**config.mk**
```make
export PLATFORM = sky130hd
export DESIGN_NAME = bba_ffs
export DESIGN_NICKNAME = d
export VERILOG_FILES = /design/src/design/bba_pkg.sv /design/src/design/bba_ffs.sv
export SDC_FILE = /design/constraint.sdc
export NUM_CORES = 1
export LEC_CHECK = 0
export CAP_MARGIN = 20
export CELL_PAD_IN_SITES_DETAIL_PLACEMENT = 0
export CELL_PAD_IN_SITES_GLOBAL_PLACEMENT = 1
export CORE_AREA = 5 5 42 44
export DETAILED_ROUTE_END_ITERATION = 8
export DIE_AREA = 0 0 47 49
export DONT_BUFFER_PORTS = 1
export PLACE_DENSITY_LB_ADDON = 0.1
export SYNTH_ARGS = -nofsm -noshare
export SYNTH_HDL_FRONTEND = slang
export SYNTH_SLANG_ARGS = --single-unit
```
**constraint.sdc**
```tcl
create_clock -name vclk -period 0.8
set_input_delay 0.08 -clock vclk [all_inputs]
set_output_delay 0.08 -clock vclk [all_outputs]
set_load 0.005 [all_outputs]
```
**src/design/bba_pkg.sv**
```systemverilog
// Shared types, sizes, status codes and helpers of the bitmap block allocator.
// No dependencies; imported by every module of the block but the generic RAM.
package bba_pkg;

  localparam int MapBits   = 16384;
  localparam int WordBits  = 64;
  localparam int BitPosW   = $clog2(WordBits);
  localparam int NumWords  = (MapBits + WordBits - 1) / WordBits;
  localparam int WordAw    = (NumWords > 1) ? $clog2(NumWords) : 1;
  localparam int BitAw     = WordAw + BitPosW;
  localparam int ScanBits  = 16;
  localparam int ScanIdxW  = $clog2(ScanBits);
  localparam int SubChunks = WordBits / ScanBits;
  localparam int SubW      = (SubChunks > 1) ? $clog2(SubChunks) : 1;
  localparam int SumChunks = (NumWords + ScanBits - 1) / ScanBits;
  localparam int SumCw     = (SumChunks > 1) ? $clog2(SumChunks) : 1;
  localparam int SumVecW   = SumChunks * ScanBits;
  localparam int ScanWordW = SumCw + ScanIdxW;
  localparam int CalcW     = 18;

  localparam logic [1:0] StatDone  = 2'd0;
  localparam logic [1:0] StatFull  = 2'd1;
  localparam logic [1:0] StatRange = 2'd2;

  localparam logic KindAlloc = 1'b0;
  localparam logic KindFree  = 1'b1;

  typedef enum logic [2:0] {
    FSM_IDLE,
    FSM_FREE_CHK,
    FSM_SUM_SCAN,
    FSM_RD,
    FSM_WORD,
    FSM_WORD_SCAN,
    FSM_ALLOC_CHK,
    FSM_RESULT
  } fsm_e;

  typedef struct packed {
    logic                found;
    logic [ScanIdxW-1:0] idx;
  } ffs_res_t;

  // Contents of a map word that has not been written since reset: every bit
  // free except the reserved bit zero and any bit past the end of the map.
  function automatic logic [WordBits-1:0] reset_word(input logic [WordAw-1:0] w);
    logic [WordBits-1:0] v;
    v = '0;
    for (int i = 0; i < WordBits; i++) begin
      v[i] = ((int'(w) * WordBits + i) < MapBits) && !((w == '0) && (i == 0));
    end
    return v;
  endfunction

endpackage

```
**src/design/bba_ffs.sv**
```systemverilog
// Find-first-set unit: lowest set bit of a 16-bit slice.
// Depends on bba_pkg; shared by the summary scan and the word scan.
module bba_ffs
  import bba_pkg::*;
(
  input  logic [ScanBits-1:0] vec_i,
  output ffs_res_t            res_o
);

  always_comb begin
    res_o.found = |vec_i;
    res_o.idx   = '0;
    for (int i = ScanBits - 1; i >= 0; i--) begin
      if (vec_i[i]) begin
        res_o.idx = ScanIdxW'(i);
      end
    end
  end

endmodule

```
# [Word level (Yosys, flattened, before mapping)]
# Cells that the tools add are included.
[classes] muxes=16 n_reduce_logical=1
[ops] cell="$mux W4" count=16
[ops] cell="$reduce_or A16 Y1" count=1
[word_totals] register_bits=0 inputBits=16 out_inout_bits=5 elab_cells=17

# [Longest topological paths before layout]
[logic_depth] word_depth=16 ltp_mapped=4 mapped_depth_nobuf=4

# [Least setup slack after synthesis]
# No wires, ideal clock.
[synth_path] path_type="input port to output port" startpoint="in vec_i[4]" endpoint="out res_o[4] (netlist name)" arrival_time_ps=775 required_ps=720 path_slack_ps=-55 cell_stages=3 path_buffers=0 cell_sequence="nor4_2 > nand3_1 > or3_1"
[synth_rtl] element="start, declared" line="bba_ffs.sv:6" text="input logic [ScanBits-1:0] vec_i,"
[synth_rtl] element="end, declared" line="bba_ffs.sv:7" text="output ffs_res_t res_o"

==> flow_summary.ini <==
[worst_setup_path]
crit_path_cell_trace = nor4_4, nand3_2, or3_4
crit_type = primary input to output pin
crit_arrival_ns = 0.81
cpPeakStageDelay_ns = 0.34
crit_buf_inv = 0
critical_path_peak_fanout = 4
cpMaxStageDelayCell = or3_4
worstPathRequired_ns = 0.72
crit_path_start = vec_i[5]
crit_path_end_kind = output pin
critPathTopFamily = simple AND/OR/NAND/NOR gates
start_kind = primary input

[logic_synthesis]
synth_cell_type_count = 17
ys_warn_count = 0
synth.net_count = 50
syn_avg_cell_area_um2 = 5.19
yosysSeqAreaShare = 0
postSynthCellCount = 34
syn_area_um2 = 176

[detailed_routing]
drtPass1Iterations = 4
num_vias = 251
drc = 0
via_per_inst = 4.65
wl_per_cell_um = 13.4
ant_nets = 0
wirelength_um = 722
drt_iter0_drc = 3

[run_status]
status = finished with violations
violations = negative setup slack

[timing]
setup_viol_count_final = 1
finalHoldViolCount = 0
period_share = 1.12
whs_ns = 0.207
setup_slack_ns = -0.0940
period_minus_slack_ns = 0.894
rsz0062_at_grt = true
tns_ns = -0.0940
max_freq_ghz = 1.12
finalMaxSlewViolations = 0
maxSlewHeadroom = 0.828
worst_pin_slew_ns = 0.257

[hold_path]
hp-class = primary input to output pin
hp-start = vec_i[0]

[cells_and_area]
fillers = 177
num-clock-buffers = 0
antenna_cells = 0
layout-drive-gt1-share = 0.316
design.seq.count = 0
seqCellArea_um2 = 0
mostFrequentLayoutCell = nor2_1
area_growth_pct = 56.0
nNetsFinal = 56
mostFrequentLayoutCells = nor2_1 (7), nand2_1 (5), buf_4 (4), inv_1 (3), a21oi_1 (3)

[floorplanning]
die_y_um = 49
io_pins = 21
rows = 14
start_util = 0.126
core_region_area_mm2 = 0.00140
die_x_um = 47
dieArea_mm2 = 0.00230

[global_routing]
grt_overflow_total = 0
grt_pass1_vias = 259
grt_antenna_before_repair = 0
grt_pass1_wl_um = 1130
grt_max_degree = 5
globalRouteTotalUtil = 0.0611

[place]
port_buffers = 0
place_congestion = 0.598
hpwlAfterDp_um = 645

[pwr]
peakVddDrop_uv = 63.9
seqPwrFrac = 0
power_density_mw_per_mm2 = 267
p_comb_frac = 1.000
switching_share = 0.471
leakage_nw = 0.0951
power.switching_uw = 34.7
internal_power_uw = 38.9
power_uw = 73.6
clkPwrFrac = 0

[flow_run]
maxCapViolCount = 0
[Yosys cell counts]
cell	number	area (um2)
nor2_1	7	26.3
nand2_1	5	18.8
a21oi_1	3	15.0
inv_1	3	11.3
a31oi_1	2	12.5
nand3_1	2	10.0
o21ai_0	2	10.0
and3_1	1	6.26
nand2b_1	1	6.26
nor2_2	1	6.26
nor3_1	1	5.00
nor4_1	1	6.26
nor4_2	1	12.5
o22ai_1	1	6.26
o311a_1	1	10.0
o31ai_1	1	7.51
or3_1	1	6.26
[through the flow]
stage          std cells  area, um2  utilization  setup slack, ns
2_1_floorplan         34        176            -          -0.0534
3_3_place_gp          53        219        0.156           -0.128
3_5_place_dp          53        219        0.156           -0.153
4_1_cts               53        248        0.177           -0.116
5_1_grt               54        275        0.196           -0.148
6_report              54        275        0.196          -0.0940
[layer usage]
metal	track usage	wire, um	share of wire
met1	0.0674	237	0.33
met2	0.106	387	0.54
met3	0.0332	97	0.13
met4	0	0	0
met5	0	0	0
[cells by family (layout without fill, tap and decap cells)]
family          after synthesis  in the layout  share of synthesized area
simple gates                 21             21                      0.589
buf+inv                       3              7                     0.0638
compound gates               10             10                      0.348
[final cells by class]
type	instances	area, um2	area share
Inverter	3	11.3	0.0409
Tap cell	16	20.0	0.0727
Multi-Input combinational cell	31	214	0.777
Timing Repair Buffer	4	30.0	0.109
[power by group through the flow]
stage | registers (mW) | logic [mW] | clock network, mW
3_5_place_dp | 0 | 0.0627 | 0
6_report | 0 | 0.0736 | 0
5_1_grt | 0 | 0.0834 | 0
2_1_floorplan | 0 | 0.0443 | 0
4_1_cts | 0 | 0.0664 | 0
3_3_place_gp | 0 | 0.0640 | 0
[path summary, 6_finish.rpt]
path	slack [ns]	end	cells after the start
worst max-delay path	-0.09	res_o[4]	3
worst min-delay path	0.21	res_o[0]	1
[repair_timing]
action	CTS	global route
pin swaps	2	2
setup endpoints to repair	3	4
gates resized for setup	4	5
setup buffers	0	1
hold buffers	0	0
cloned	0	0
No activity file was read; power rests on OpenSTA's default activity.
